===== src/hw/rtl/bitr_pkg.sv =====
package bitr_pkg;

   localparam int NUM_INPUTS = 4;
   localparam int NUM_SLOTS  = 8;
   localparam int LAST_DEPTH = 8;

   localparam int PORT_W     = (NUM_INPUTS > 1) ? $clog2(NUM_INPUTS) : 1;
   localparam int SLOT_W     = (NUM_SLOTS > 1) ? $clog2(NUM_SLOTS) : 1;
   localparam int LAST_IDX_W = (LAST_DEPTH > 1) ? $clog2(LAST_DEPTH) : 1;
   localparam int LAST_CNT_W = $clog2(LAST_DEPTH + 1);

   localparam int BYTES_W    = 16;
   localparam int ID_W       = 16;
   localparam int BEAT_W     = 13;
   localparam int QUEUED_W   = BYTES_W + 1;
   localparam int CSR_IDX_W  = 2;
   localparam int CSR_DATA_W = 16;

   localparam logic [BEAT_W-1:0] BEAT_WIDTH_RESET = BEAT_W'(8);

   typedef enum logic [1:0] {
      FUNC_ADMIT   = 2'd0,
      FUNC_FORWARD = 2'd1,
      FUNC_RESP    = 2'd2,
      FUNC_DROP    = 2'd3
   } func_type;

   typedef enum logic [1:0] {
      STATUS_OK      = 2'd0,
      STATUS_DENIED  = 2'd1,
      STATUS_INVALID = 2'd2
   } status_type;

   typedef enum logic [CSR_IDX_W-1:0] {
      CSR_BEAT_WIDTH  = 2'd0,
      CSR_MAX_PENDING = 2'd1,
      CSR_SHARED_RW   = 2'd2
   } csr_idx_type;

   typedef struct packed {
      logic [BEAT_W-1:0]  beat_width_bytes;
      logic [BYTES_W-1:0] max_pending_bytes;
      logic               rw_shared;
   } cfg_type;

   typedef struct packed {
      func_type           func;
      logic [PORT_W-1:0]  input_port;
      logic [SLOT_W-1:0]  slot_index;
      logic               write_beat;
      logic               first_beat;
      logic               is_last;
      logic [BYTES_W-1:0] beat_bytes;
      logic [ID_W-1:0]    master_id;
   } item_type;

   typedef struct packed {
      status_type            status;
      logic [SLOT_W-1:0]     slot_out;
      logic                  channel;
      logic [ID_W-1:0]       restored_burst_id;
      logic                  burst_closed;
      logic [NUM_INPUTS-1:0] wake_mask;
   } result_type;

endpackage


===== src/hw/rtl/bitr_slot_alloc.sv =====
module bitr_slot_alloc (
   input  logic [bitr_pkg::NUM_SLOTS-1:0] slot_used,
   output logic                           free_found,
   output logic [bitr_pkg::SLOT_W-1:0]    free_slot
);

   // lowest free slot wins
   always_comb begin
      free_found = 1'b0;
      free_slot  = '0;
      for (int i = bitr_pkg::NUM_SLOTS - 1; i >= 0; i--) begin
         if (!slot_used[i]) begin
            free_found = 1'b1;
            free_slot  = bitr_pkg::SLOT_W'(i);
         end
      end
   end

endmodule


===== src/hw/rtl/bitr_core.sv =====
module bitr_core (
   input  logic                 clock,
   input  logic                 reset,
   input  bitr_pkg::cfg_type    cfg,
   input  logic                 item_fire,
   input  bitr_pkg::item_type   item,
   output bitr_pkg::result_type result
);

   localparam int NI = bitr_pkg::NUM_INPUTS;
   localparam int NS = bitr_pkg::NUM_SLOTS;

   logic [NS-1:0]                     used_ff, used_in;
   logic [bitr_pkg::LAST_DEPTH-1:0]   fifo_ff [NS];
   logic [bitr_pkg::LAST_DEPTH-1:0]   fifo_in [NS];
   logic [bitr_pkg::LAST_CNT_W-1:0]   cnt_ff [NS];
   logic [bitr_pkg::LAST_CNT_W-1:0]   cnt_in [NS];
   logic [bitr_pkg::QUEUED_W-1:0]     queued_ff [NI];
   logic [bitr_pkg::QUEUED_W-1:0]     queued_in [NI];
   logic [NI-1:0]                     open_valid_ff, open_valid_in;
   logic [bitr_pkg::SLOT_W-1:0]       open_slot_ff [NI];
   logic [bitr_pkg::SLOT_W-1:0]       open_slot_in [NI];
   logic [NI-1:0]                     denied_ff, denied_in;

   // per-slot burst info, written on allocation only
   logic                              slot_chan_ff [NS];
   logic [bitr_pkg::ID_W-1:0]         slot_id_ff [NS];

   logic                              free_found;
   logic [bitr_pkg::SLOT_W-1:0]       free_slot;
   logic                              alloc_we;
   logic                              new_chan;
   logic [bitr_pkg::SLOT_W-1:0]       rd_slot;
   logic                              rd_chan;
   logic [bitr_pkg::ID_W-1:0]         rd_id;
   logic [bitr_pkg::BYTES_W-1:0]      cost;
   logic [bitr_pkg::BYTES_W-1:0]      limit;
   logic [bitr_pkg::QUEUED_W:0]       queued_sum;
   logic [bitr_pkg::QUEUED_W-1:0]     queued_rel;
   logic                              oversize;
   logic                              stray_cont;
   logic                              over_budget;
   logic [bitr_pkg::LAST_CNT_W-1:0]   slot_cnt;
   logic                              master_last;

   bitr_slot_alloc u_alloc (
      .slot_used  (used_ff),
      .free_found (free_found),
      .free_slot  (free_slot)
   );

   // one read port: continuation beats look at the open slot, the rest at the item's slot
   assign rd_slot = (item.func == bitr_pkg::FUNC_ADMIT) ? open_slot_ff[item.input_port]
                                                       : item.slot_index;
   assign rd_chan = slot_chan_ff[rd_slot];
   assign rd_id   = slot_id_ff[rd_slot];

   assign new_chan    = cfg.rw_shared ? 1'b0 : item.write_beat;
   assign cost        = item.write_beat ? item.beat_bytes : '0;
   assign limit       = (cfg.max_pending_bytes != '0) ? cfg.max_pending_bytes
                        : bitr_pkg::BYTES_W'(cfg.beat_width_bytes);
   assign queued_sum  = (bitr_pkg::QUEUED_W + 1)'(queued_ff[item.input_port])
                        + (bitr_pkg::QUEUED_W + 1)'(cost);
   assign queued_rel  = (queued_ff[item.input_port] > bitr_pkg::QUEUED_W'(cost))
                        ? queued_ff[item.input_port] - bitr_pkg::QUEUED_W'(cost) : '0;
   assign oversize    = item.write_beat &&
                        (item.beat_bytes > bitr_pkg::BYTES_W'(cfg.beat_width_bytes));
   assign stray_cont  = !item.first_beat && !open_valid_ff[item.input_port];
   assign over_budget = queued_sum > (bitr_pkg::QUEUED_W + 1)'(limit);
   assign slot_cnt    = cnt_ff[item.slot_index];
   assign master_last = (slot_cnt != '0) && fifo_ff[item.slot_index][0];

   always_comb begin
      used_in       = used_ff;
      fifo_in       = fifo_ff;
      cnt_in        = cnt_ff;
      queued_in     = queued_ff;
      open_valid_in = open_valid_ff;
      open_slot_in  = open_slot_ff;
      denied_in     = denied_ff;
      alloc_we      = 1'b0;
      result        = '0;
      result.status = bitr_pkg::STATUS_INVALID;

      case (item.func)
         bitr_pkg::FUNC_ADMIT: begin
            if (!oversize && !stray_cont) begin
               if (over_budget) begin
                  denied_in[item.input_port] = 1'b1;
                  result.status = bitr_pkg::STATUS_DENIED;
               end else if (item.first_beat) begin
                  if (!free_found) begin
                     denied_in[item.input_port] = 1'b1;
                     result.status = bitr_pkg::STATUS_DENIED;
                  end else begin
                     used_in[free_slot] = 1'b1;
                     alloc_we = 1'b1;
                     if (!item.is_last) begin
                        open_valid_in[item.input_port] = 1'b1;
                        open_slot_in[item.input_port]  = free_slot;
                     end
                     queued_in[item.input_port] = queued_sum[bitr_pkg::QUEUED_W-1:0];
                     result.status   = bitr_pkg::STATUS_OK;
                     result.slot_out = free_slot;
                     result.channel  = new_chan;
                  end
               end else begin
                  // continuation uses the open slot as is, even if freed meanwhile
                  if (item.is_last) open_valid_in[item.input_port] = 1'b0;
                  queued_in[item.input_port] = queued_sum[bitr_pkg::QUEUED_W-1:0];
                  result.status   = bitr_pkg::STATUS_OK;
                  result.slot_out = rd_slot;
                  result.channel  = rd_chan;
               end
            end
         end
         bitr_pkg::FUNC_FORWARD: begin
            if (used_ff[item.slot_index]) begin
               if (slot_cnt < bitr_pkg::LAST_CNT_W'(bitr_pkg::LAST_DEPTH)) begin
                  if (item.is_last)
                     fifo_in[item.slot_index][slot_cnt[bitr_pkg::LAST_IDX_W-1:0]] = 1'b1;
                  cnt_in[item.slot_index] = slot_cnt + bitr_pkg::LAST_CNT_W'(1);
               end
               queued_in[item.input_port] = queued_rel;
               result.wake_mask = denied_ff;
               denied_in        = '0;
               result.status    = bitr_pkg::STATUS_OK;
               result.slot_out  = item.slot_index;
               result.channel   = rd_chan;
            end
         end
         bitr_pkg::FUNC_RESP: begin
            if (used_ff[item.slot_index]) begin
               if ((slot_cnt != '0) && item.is_last) begin
                  fifo_in[item.slot_index] = fifo_ff[item.slot_index] >> 1;
                  cnt_in[item.slot_index]  = slot_cnt - bitr_pkg::LAST_CNT_W'(1);
               end
               result.status            = bitr_pkg::STATUS_OK;
               result.slot_out          = item.slot_index;
               result.channel           = rd_chan;
               result.restored_burst_id = rd_id;
               if (item.is_last && master_last) begin
                  result.burst_closed      = 1'b1;
                  used_in[item.slot_index] = 1'b0;
                  fifo_in[item.slot_index] = '0;
                  cnt_in[item.slot_index]  = '0;
                  result.wake_mask         = denied_ff;
                  denied_in                = '0;
               end
            end
         end
         bitr_pkg::FUNC_DROP: begin
            if (used_ff[item.slot_index]) begin
               queued_in[item.input_port] = queued_rel;
               used_in[item.slot_index]   = 1'b0;
               fifo_in[item.slot_index]   = '0;
               cnt_in[item.slot_index]    = '0;
               if (open_valid_ff[item.input_port] &&
                   open_slot_ff[item.input_port] == item.slot_index)
                  open_valid_in[item.input_port] = 1'b0;
               result.wake_mask = denied_ff;
               denied_in        = '0;
               result.status    = bitr_pkg::STATUS_OK;
               result.slot_out  = item.slot_index;
               result.channel   = rd_chan;
            end
         end
         default: begin
            result.status = bitr_pkg::STATUS_INVALID;
         end
      endcase
   end

   always_ff @(posedge clock) begin
      if (reset) begin
         used_ff       <= '0;
         open_valid_ff <= '0;
         denied_ff     <= '0;
         for (int s = 0; s < NS; s++) begin
            fifo_ff[s] <= '0;
            cnt_ff[s]  <= '0;
         end
         for (int p = 0; p < NI; p++) queued_ff[p] <= '0;
      end else if (item_fire) begin
         used_ff       <= used_in;
         open_valid_ff <= open_valid_in;
         denied_ff     <= denied_in;
         fifo_ff       <= fifo_in;
         cnt_ff        <= cnt_in;
         queued_ff     <= queued_in;
      end
   end

   always_ff @(posedge clock) begin
      if (item_fire) open_slot_ff <= open_slot_in;
   end

   always_ff @(posedge clock) begin
      if (item_fire && alloc_we) begin
         slot_chan_ff[free_slot] <= new_chan;
         slot_id_ff[free_slot]   <= item.master_id;
      end
   end

endmodule


===== src/hw/rtl/burst_id_remap_tracker_top.sv =====
// channel | direction | handshake       | payload
// req     | in        | req_valid/ready | func, port, slot, beat flags, bytes, master id
// rsp     | out       | rsp_valid/ready | status, slot, channel, master id, closed, wake
// csr     | in        | csr_valid/ready | csr_index, csr_wdata
//
// One item per cycle sustained while rsp is not stalled; an item's result is registered:
// the input register takes the item, then the table update goes into the result register.
// The slot table is updated in the same cycle as the result register is loaded,
// so the next item already sees it.
// Synchronous active-high reset clears the table; no clearing pass is needed.
// A stalled rsp holds the pipeline; req_ready drops only when both stages are full.
module burst_id_remap_tracker_top (
   input  logic                                clock,
   input  logic                                reset,
   input  logic                                req_valid,
   output logic                                req_ready,
   input  logic [1:0]                          req_func,
   input  logic [bitr_pkg::PORT_W-1:0]         req_input_port,
   input  logic [bitr_pkg::SLOT_W-1:0]         req_slot_index,
   input  logic                                req_write_beat,
   input  logic                                req_first_beat,
   input  logic                                req_last_beat,
   input  logic [bitr_pkg::BYTES_W-1:0]        req_beat_bytes,
   input  logic [bitr_pkg::ID_W-1:0]           req_master_id,
   output logic                                rsp_valid,
   input  logic                                rsp_ready,
   output logic [1:0]                          rsp_status,
   output logic [bitr_pkg::SLOT_W-1:0]         rsp_slot_out,
   output logic                                rsp_channel,
   output logic [bitr_pkg::ID_W-1:0]           rsp_restored_burst_id,
   output logic                                rsp_burst_closed,
   output logic [bitr_pkg::NUM_INPUTS-1:0]     rsp_wake_mask,
   input  logic                                csr_valid,
   output logic                                csr_ready,
   input  logic [bitr_pkg::CSR_IDX_W-1:0]      csr_index,
   input  logic [bitr_pkg::CSR_DATA_W-1:0]     csr_wdata
);

   bitr_pkg::cfg_type    cfg_ff;
   bitr_pkg::item_type   item_ff, item_in;
   bitr_pkg::result_type result_ff, result_in;
   logic                 stage_valid_ff, stage_valid_in;
   logic                 rsp_valid_ff, rsp_valid_in;
   logic                 advance;
   logic                 fire;

   assign csr_ready = 1'b1;

   always_ff @(posedge clock) begin
      if (reset) begin
         cfg_ff.beat_width_bytes  <= bitr_pkg::BEAT_WIDTH_RESET;
         cfg_ff.max_pending_bytes <= '0;
         cfg_ff.rw_shared         <= 1'b0;
      end else if (csr_valid) begin
         case (bitr_pkg::csr_idx_type'(csr_index))
            bitr_pkg::CSR_BEAT_WIDTH:
               cfg_ff.beat_width_bytes <= csr_wdata[bitr_pkg::BEAT_W-1:0];
            bitr_pkg::CSR_MAX_PENDING:
               cfg_ff.max_pending_bytes <= csr_wdata;
            bitr_pkg::CSR_SHARED_RW:
               cfg_ff.rw_shared <= csr_wdata[0];
            default: ;
         endcase
      end
   end

   assign advance   = !rsp_valid_ff || rsp_ready;
   assign fire      = stage_valid_ff && advance;
   assign req_ready = !stage_valid_ff || advance;

   always_comb begin
      item_in.func       = bitr_pkg::func_type'(req_func);
      item_in.input_port = req_input_port;
      item_in.slot_index = req_slot_index;
      item_in.write_beat = req_write_beat;
      item_in.first_beat = req_first_beat;
      item_in.is_last    = req_last_beat;
      item_in.beat_bytes = req_beat_bytes;
      item_in.master_id  = req_master_id;
   end

   assign stage_valid_in = (req_valid && req_ready) || (stage_valid_ff && !advance);
   assign rsp_valid_in   = fire || (rsp_valid_ff && !rsp_ready);

   always_ff @(posedge clock) begin
      if (reset) begin
         stage_valid_ff <= 1'b0;
         rsp_valid_ff   <= 1'b0;
      end else begin
         stage_valid_ff <= stage_valid_in;
         rsp_valid_ff   <= rsp_valid_in;
      end
   end

   always_ff @(posedge clock) begin
      if (req_valid && req_ready) item_ff <= item_in;
      if (fire) result_ff <= result_in;
   end

   bitr_core u_core (
      .clock     (clock),
      .reset     (reset),
      .cfg       (cfg_ff),
      .item_fire (fire),
      .item      (item_ff),
      .result    (result_in)
   );

   assign rsp_valid             = rsp_valid_ff;
   assign rsp_status            = result_ff.status;
   assign rsp_slot_out          = result_ff.slot_out;
   assign rsp_channel           = result_ff.channel;
   assign rsp_restored_burst_id = result_ff.restored_burst_id;
   assign rsp_burst_closed      = result_ff.burst_closed;
   assign rsp_wake_mask         = result_ff.wake_mask;

endmodule


===== config.mk =====
export PLATFORM = sky130hd
export DESIGN_NAME = burst_id_remap_tracker_top
export DESIGN_NICKNAME = d
export VERILOG_FILES = /design/src/hw/rtl/bitr_pkg.sv /design/src/hw/rtl/bitr_slot_alloc.sv /design/src/hw/rtl/bitr_core.sv /design/src/hw/rtl/burst_id_remap_tracker_top.sv
export SDC_FILE = /design/constraint.sdc
export NUM_CORES = 1
export LEC_CHECK = 0
export BUFFER_PORTS_ARGS = -buffer_cell sky130_fd_sc_hd__buf_2
export CORE_AREA = 5 5 243 245
export CTS_BUF_LIST = sky130_fd_sc_hd__clkbuf_8
export CTS_CLUSTER_SIZE = 12
export DETAILED_ROUTE_END_ITERATION = 8
export DIE_AREA = 0 0 248 250
export HOLD_SLACK_MARGIN = 0.08
export PLACE_DENSITY = 0.51
export SYNTH_ARGS = -nofsm -noshare
export SYNTH_HDL_FRONTEND = slang
export SYNTH_SLANG_ARGS = --single-unit

===== constraint.sdc =====
create_clock -name clock -period 13.7 [get_ports clock]
set_input_delay 2.74 -clock clock [delete_from_list [all_inputs] [get_ports clock]]
set_output_delay 2.74 -clock clock [all_outputs]
set_load 0.02 [all_outputs]

==> results of run 1 <==
worst min-delay path: cells and delay by family (launching register included):
| kind | cells | cell delay (ns) |
|---|---|---|
| compound gates | 1 | 0.06 |
| buf+inv | 1 | 0.04 |
| flops | 1 | 0.30 |
power breakdown:
group	switching, mW	internal [mW]	total [mW]	leakage, nW
Combinational	0.220	0.0978	0.318	4.26
Clock	0.572	0.646	1.22	0.906
Sequential	0.0204	1.37	1.39	3.72
cells in the final DEF (no fill, tap or decap), drive strengths merged, types with 9 or more instances in the layout:
cell type / instances
a21oi: 164
a221oi: 9
nor2: 156
or2: 11
o22ai: 44
nor4: 12
nand4: 10
inv: 109
o211ai: 21
and3: 27
o31ai: 16
a31oi: 36
edfxtp: 217
a221o: 19
a22oi: 15
nand2b: 15
ha: 63
and2: 9
dfxtp: 212
o21ai: 75
nor3: 125
mux4: 24
clkbuf: 90
a22o: 15
a211oi: 33
xnor2: 25
a311oi: 26
clkinv: 23
buf: 132
nand3: 76
or3: 21
nand2: 334
a21o: 11
mux2i: 30
o221ai: 23
nor2b: 24
path summary, 6_finish.rpt:
| check | from | slack, ns | to |
|---|---|---|---|
| worst min-delay path | u_core.queued_ff[17]$_SDFFE_PP0P_ | 0.46 | u_core.queued_ff[17]$_SDFFE_PP0P_ |
| worst max register to register | item_ff[38]$_DFFE_PP_ | 7.04 | u_core.slot_id_ff[1][10]$_DFFE_PP_ |
| worst min register to register | u_core.queued_ff[17]$_SDFFE_PP0P_ | 0.46 | u_core.queued_ff[17]$_SDFFE_PP0P_ |
| worst max-delay path | item_ff[38]$_DFFE_PP_ | 7.04 | u_core.slot_id_ff[1][10]$_DFFE_PP_ |
metal layers:
metal,up-vias,GRT usage,part of all wire
li1,8510,-,-
met1,9002,0.307,0.44
met2,776,0.361,0.47
met3,148,0.0436,0.066
met4,0,0.0770,0.031
met5,-,0,0
logic make-up (layout without fill, tap and decap cells):
| logic type | after synthesis | in the layout | synth area share |
|---|---|---|---|
| adders and majority gates | 65 | 65 | 0.0379 |
| xor gates and xnor gates | 33 | 33 | 0.0132 |
| muxes | 56 | 56 | 0.0401 |
| and+or+nand+nor | 844 | 844 | 0.179 |
| other | 1 | 2 | 0.000172 |
| AOI/OAI and AO/OA | 589 | 589 | 0.187 |
| buffers and inverters | 239 | 356 | 0.0488 |
| DFF | 429 | 429 | 0.493 |
flip-flops by register name, indices dropped and copies added (netlist names), named ones only:
signal                 count
u_core.cnt_ff             32
rsp_wake_mask              4
rsp_burst_closed           1
u_core.denied_ff           4
rsp_slot_out               3
u_core.slot_chan_ff        8
u_core.slot_id_ff        128
u_core.queued_ff          68
cfg_ff                    30
rsp_channel                1
rsp_valid                  1
rsp_restored_burst_id     16
item_ff                   42
rsp_status                 2
u_core.used_ff             8
u_core.open_slot_ff       12
u_core.fifo_ff            64
stage_valid_ff             1
cell type report:
class / count / area, um2
antenna: 1 / 2.50
timing repair buffer: 132 / 761
clock inverter: 54 / 327
tap: 765 / 957
sequential: 429 / 10800
inverter: 80 / 300
fill: 5517 / 32500
multi-input combinational: 1588 / 10100
clock buffer: 90 / 1240
per-stage QoR:
| stage | util | worst slack [ns] |
|---|---|---|
| finish | 0.429 | 7.04 |
| global route | 0.429 | 6.58 |
| CTS | 0.429 | 7.03 |
| detailed placement | 0.402 | 7.04 |
| global placement | 0.402 | 7.09 |
| floorplan | - | 6.06 |
==> reports/summary.txt, run 1 <==
Status - complete, no violations
Vias in the first global route - 18000
Clk_lat worst skew - 0.69 ns
CTS tree - done
Initial antenna violation count - 1
Clk buf depth - 3
Yosys warnings - 0
Crit Path Class - flip-flop to flip-flop
Ports - 95
First drt pass iteration count - 8
Slew @ Worst Pin - 1.17 ns
CP arrival - 7.03 ns
Static leakage power - 8.89 nW
Post-Route WL - 72000 um
Mapped Nets - 2386
P&R area growth vs syn - 12.0%
Most frequent cell after synthesis - nand2_1
Peak supply drop - 0.0716 mV
Largest net degree at the start of global routing - 83
CTS clock-pin slew for the worst setup and hold paths - 0.06 ns
Critical path's slowest cell - nor3b_2
Nature of the critical path endpoint - flip-flop
Maximum fanout along the worst path - 31
Number of max-cap violations - 0
Crit-path leading delay family - compound AO/OA/AOI/OAI gates
DR vias - 18400
Gp weighted congestion - 0.925
Total GRT Usage - 0.226
Async SR Flop Fraction - 0
Starting density of the core - 0.383
Yosys cell types - 104
Fmax - 150 MHz
WL/cell - 22.9 um
Max Slew Vio Count - 0
Clk sinks - 429
Post-Place Cell Area - 22900 um2
First-pass GRT wire length - 110000 um
Fraction of layout cells with a size suffix above 1 - 0.140
Synth Area per Inst - 9.68 um2
Initial DRC Count - 1778
Final setup viols - 0
Fin area - 24400 um2
NumNets Final - 2441
HPWL after DPL - 47700 um
Layout Skew - 0.0497 ns
Post-DRT Antenna Nets - 0
Global route total overflow - 0
Post-synth top cells - nand2_1, edfxtp_1, dfxtp_1
Crit path largest cell delay - 0.73 ns
Core Area - 56900 um2
Post-route clock period utilization - 0.486
WP buf/inv - 3
H-tree Lvls - 3
Non-Filler Instances - 3139
Cells after Synth - 2256
Post-route minimum period - 6.66 ns
DR vias/cell - 5.87
Die area - 62000 um2
TNS Setup - 0 ns
Mapped Area - 21800 um2
DP Cell Count - 2994
Synth top area cells - edfxtp_1, dfxtp_1, nand2_1
EDFF count, synth - 217
WP data required - 14.07 ns
Synth top area share - 0.299
Die W - 248 um
Num rows - 88
Power per cell area - 120 nW/um2
Register-to-Register Path Depth - 17
# DRC - 0
Ys flop type - edfxtp_1
Crit path depth - 17
Hold violation count in the final report - 0
Port bufs - 93
Hold_buf cts - 0
Synth area leader - edfxtp_1
Worst hold slack - 0.462 ns
HP Class - flip-flop to flip-flop
CP cell instances - buf_4, mux4_2, ha_1, inv_1, a311o_1, a221oi_1, and2_2, xnor2_1, ha_1, nand4_1, a211oi_1, a2111o_1, a221oi_1, o32ai_1, or3_4, nor3b_2, buf_4
Normalized max-slew margin - 0.218
RSZ-0062 raised after global routing - no
Die Span Y - 250 um
Hold Path Depth - 2
CP Launch Type - flip-flop
CTS Buf Count - 80
Gates resized, CTS repair - 0
Final Power - 2.92 mW
CTS Root Cell - clkbuf_8
Post-CTS setup buffer count - 0
Seq cells post-synth - 429
Sequential share of the synthesized area - 0.493
(Power assumes the default switching activity.)
==> inputs of run 2 (changes only) <==
--- a/config.mk
+++ b/config.mk
@@ -12,7 +12,7 @@
 export DETAILED_ROUTE_END_ITERATION = 8
 export DIE_AREA = 0 0 248 250
 export HOLD_SLACK_MARGIN = 0.08
-export PLACE_DENSITY = 0.51
+export PLACE_DENSITY = 0.53
 export SYNTH_ARGS = -nofsm -noshare
 export SYNTH_HDL_FRONTEND = slang
 export SYNTH_SLANG_ARGS = --single-unit
==> constraint.sdc (replaced) <==
create_clock -name clock -period 5.99 [get_ports clock]
set_input_delay 1.198 -clock clock [delete_from_list [all_inputs] [get_ports clock]]
set_output_delay 1.198 -clock clock [all_outputs]
set_load 0.02 [all_outputs]
==> run 2 against run 1 <==
Against the previous run: global-route usage is 0.21 points higher; die area unchanged; final cell count rose by 0.86%; first-iteration DRC count decreased by 2.7%; clock skew increased by 0.0027 ns; non-clock buffer count up 29; via count is 0.57% higher; routed wire length rose by 1.0%; sequential share of layout area down 0.55 points; combinational power up 140%; maximum frequency up 18%; critical path depth up 1; critical path type unchanged; highest routed layer is now met5.
==> reports/summary.txt, run 2 (synthesis gave the netlist of run 1 again) <==
R2R setup slack - 0.33 ns (was 7.04 ns)
First drt pass iteration count - 6 (was 8)
WL/cell - 23.0 um (was 22.9 um)
Gp weighted congestion - 0.913 (was 0.925)
First-pass GRT wire length - 110000 um (about the same)
DR vias - 18500 (was 18400)
Post-DRT Antenna Nets - 0 (unchanged)
Power per cell area - 271 nW/um2 (was 120 nW/um2)
Total GRT Usage - 0.228 (was 0.226)
H-tree Lvls - 3 (unchanged)
Crit Path Class - flip-flop to flip-flop (unchanged)
Post-route clock period utilization - 0.944 (was 0.486)
Final setup viols - 0 (unchanged)
Static leakage power - 9.05 nW (was 8.89 nW)
NumNets Final - 2468 (was 2441)
Layout Skew - 0.0524 ns (was 0.0497 ns)
Number of max-cap violations - 0 (unchanged)
RSZ-0062 raised after global routing - no (unchanged)
Clk buf depth - 3 (unchanged)
Clk_lat worst skew - 0.69 ns (about the same)
Vias in the first global route - 18200 (was 18000)
Normalized max-slew margin - 0.151 (was 0.218)
Ports - 95 (unchanged)
Maximum fanout along the worst path - 17 (was 31)
DP Cell Count - 3018 (was 2994)
HP Class - flip-flop to flip-flop (unchanged)
Post-Route WL - 72800 um (was 72000 um)
HPWL after DPL - 49600 um (was 47700 um)
Hold violation count in the final report - 0 (unchanged)
CTS Root Cell - clkbuf_8 (unchanged)
Most frequent cells in the layout - nand2_1, edfxtp_1, dfxtp_1 (unchanged)
Non-Filler Instances - 3166 (was 3139)
Core Area - 56900 um2 (unchanged)
Register-to-Register Path Depth - 18 (was 17)
P&R area growth vs syn - 13.4% (was 12.0%)
Slew @ Worst Pin - 1.27 ns (was 1.17 ns)
Largest registers - u_core.slot_id_ff x128, u_core.queued_ff x68, u_core.fifo_ff x64 (unchanged)
Die area - 62000 um2 (unchanged)
Initial antenna violation count - 2 (was 1)
Fraction of layout cells with a size suffix above 1 - 0.151 (was 0.140)
Starting density of the core - 0.383 (unchanged)
Post-route minimum period - 5.66 ns (was 6.66 ns)
Die Span Y - 250 um (unchanged)
Peak supply drop - 0.156 mV (was 0.0716 mV)
Nature of the critical path endpoint - flip-flop (unchanged)
Die W - 248 um (unchanged)
CP arrival - 6.00 ns (was 7.03 ns)
Largest net degree at the start of global routing - 100 (was 83)
CTS clock-pin slew for the worst setup and hold paths - 0.06 ns (about the same)
Largest Register - u_core.slot_id_ff (unchanged)
Leading cell type in the layout, fill and taps excluded - nand2_1 (unchanged)
# DRC - 0 (unchanged)
Max reg flops - 128 (unchanged)
TNS Setup - 0 ns (unchanged)
Status - complete, no violations (unchanged)
Global route total overflow - 0 (unchanged)
CP Launch Type - flip-flop (unchanged)
WP data required - 6.33 ns (was 14.07 ns)
CTS tree - done (unchanged)
DR vias/cell - 5.86 (was 5.87)
Hold Path Depth - 2 (unchanged)
Clk sinks - 429 (unchanged)
Num rows - 88 (unchanged)
Fmax - 177 MHz (was 150 MHz)
Port bufs - 93 (unchanged)
Max Slew Vio Count - 0 (unchanged)
Initial DRC Count - 1730 (was 1778)
CTS Buf Count - 78 (was 80)
-- run 2: per-stage QoR --
stage | hold WS, ns | setup WS (ns) | instance area [um2] | utilization | power, mW
3_3_place_gp | 0.443 | 0.332 | 23100 | 0.406 | 3.97
2_1_floorplan | 0.426 | 0.0439 | 21900 | - | 3.71
4_1_cts | 0.465 | 0.198 | 24700 | 0.434 | 6.76
5_1_grt | 0.477 | 0.00635 | 24800 | 0.435 | 6.97
6_report | 0.467 | 0.333 | 24800 | 0.435 | 6.70
3_5_place_dp | 0.450 | 0.222 | 23100 | 0.406 | 3.97
-- run 2: area by class of cell --
cell class              count  area [um2]
fillers                  5487       32200
inverters                  80         300
clock inverters            54         348
multi-input cells        1588       10200
well taps                 765         957
flip-flops and latches    429       10800
clock buffers              88        1210
diodes                      1        2.50
repair buffers            161        1000
-- run 2: power breakdown --
group | internal (mW) | total (mW) | leakage (nW) | switching (mW)
clock | 1.46 | 2.77 | 0.860 | 1.31
sequential | 3.13 | 3.18 | 3.72 | 0.0462
combinational | 0.237 | 0.752 | 4.47 | 0.515
-- run 2: worst paths after layout --
check	start	to
setup / recovery	item_ff[38]$_DFFE_PP_	u_core.slot_id_ff[3][0]$_DFFE_PP_
hold / removal	u_core.queued_ff[17]$_SDFFE_PP0P_	u_core.queued_ff[17]$_SDFFE_PP0P_
setup reg to reg	item_ff[38]$_DFFE_PP_	u_core.slot_id_ff[3][0]$_DFFE_PP_
hold reg to reg	u_core.queued_ff[17]$_SDFFE_PP0P_	u_core.queued_ff[17]$_SDFFE_PP0P_
-- run 2: layer usage --
metal	GRT usage	wire, um	up-vias
met1	0.315	31700	9036
met4	0.0896	2670	2
met5	0	15	-
li1	-	-	8546
met2	0.351	33200	788
met3	0.0467	5240	170
-- run 2: timing repair --
action                     in CTS  in global routing
gates resized for setup         0                  3
hold buffers                    0                  0
hold endpoints to repair        0                  0
buffers inserted                0                  5
setup endpoints to repair       0                 63
-- run 2: critical path, stage by stage, from the launching register on --
cell and delay (ns):
edfxtp_1 0.37, buf_12 0.18, mux4_2 0.55, ha_1 0.36
nor3_1 0.36, nand2_1 0.16, o211ai_1 0.34, a21oi_1 0.18
o31ai_1 0.41, xnor2_1 0.18, ha_1 0.28, a21oi_1 0.14
o21ai_0 0.11, a221oi_2 0.33, o32ai_2 0.17, or3_4 0.53
buf_4 0.20, nor3_4 0.16, buf_4 0.31
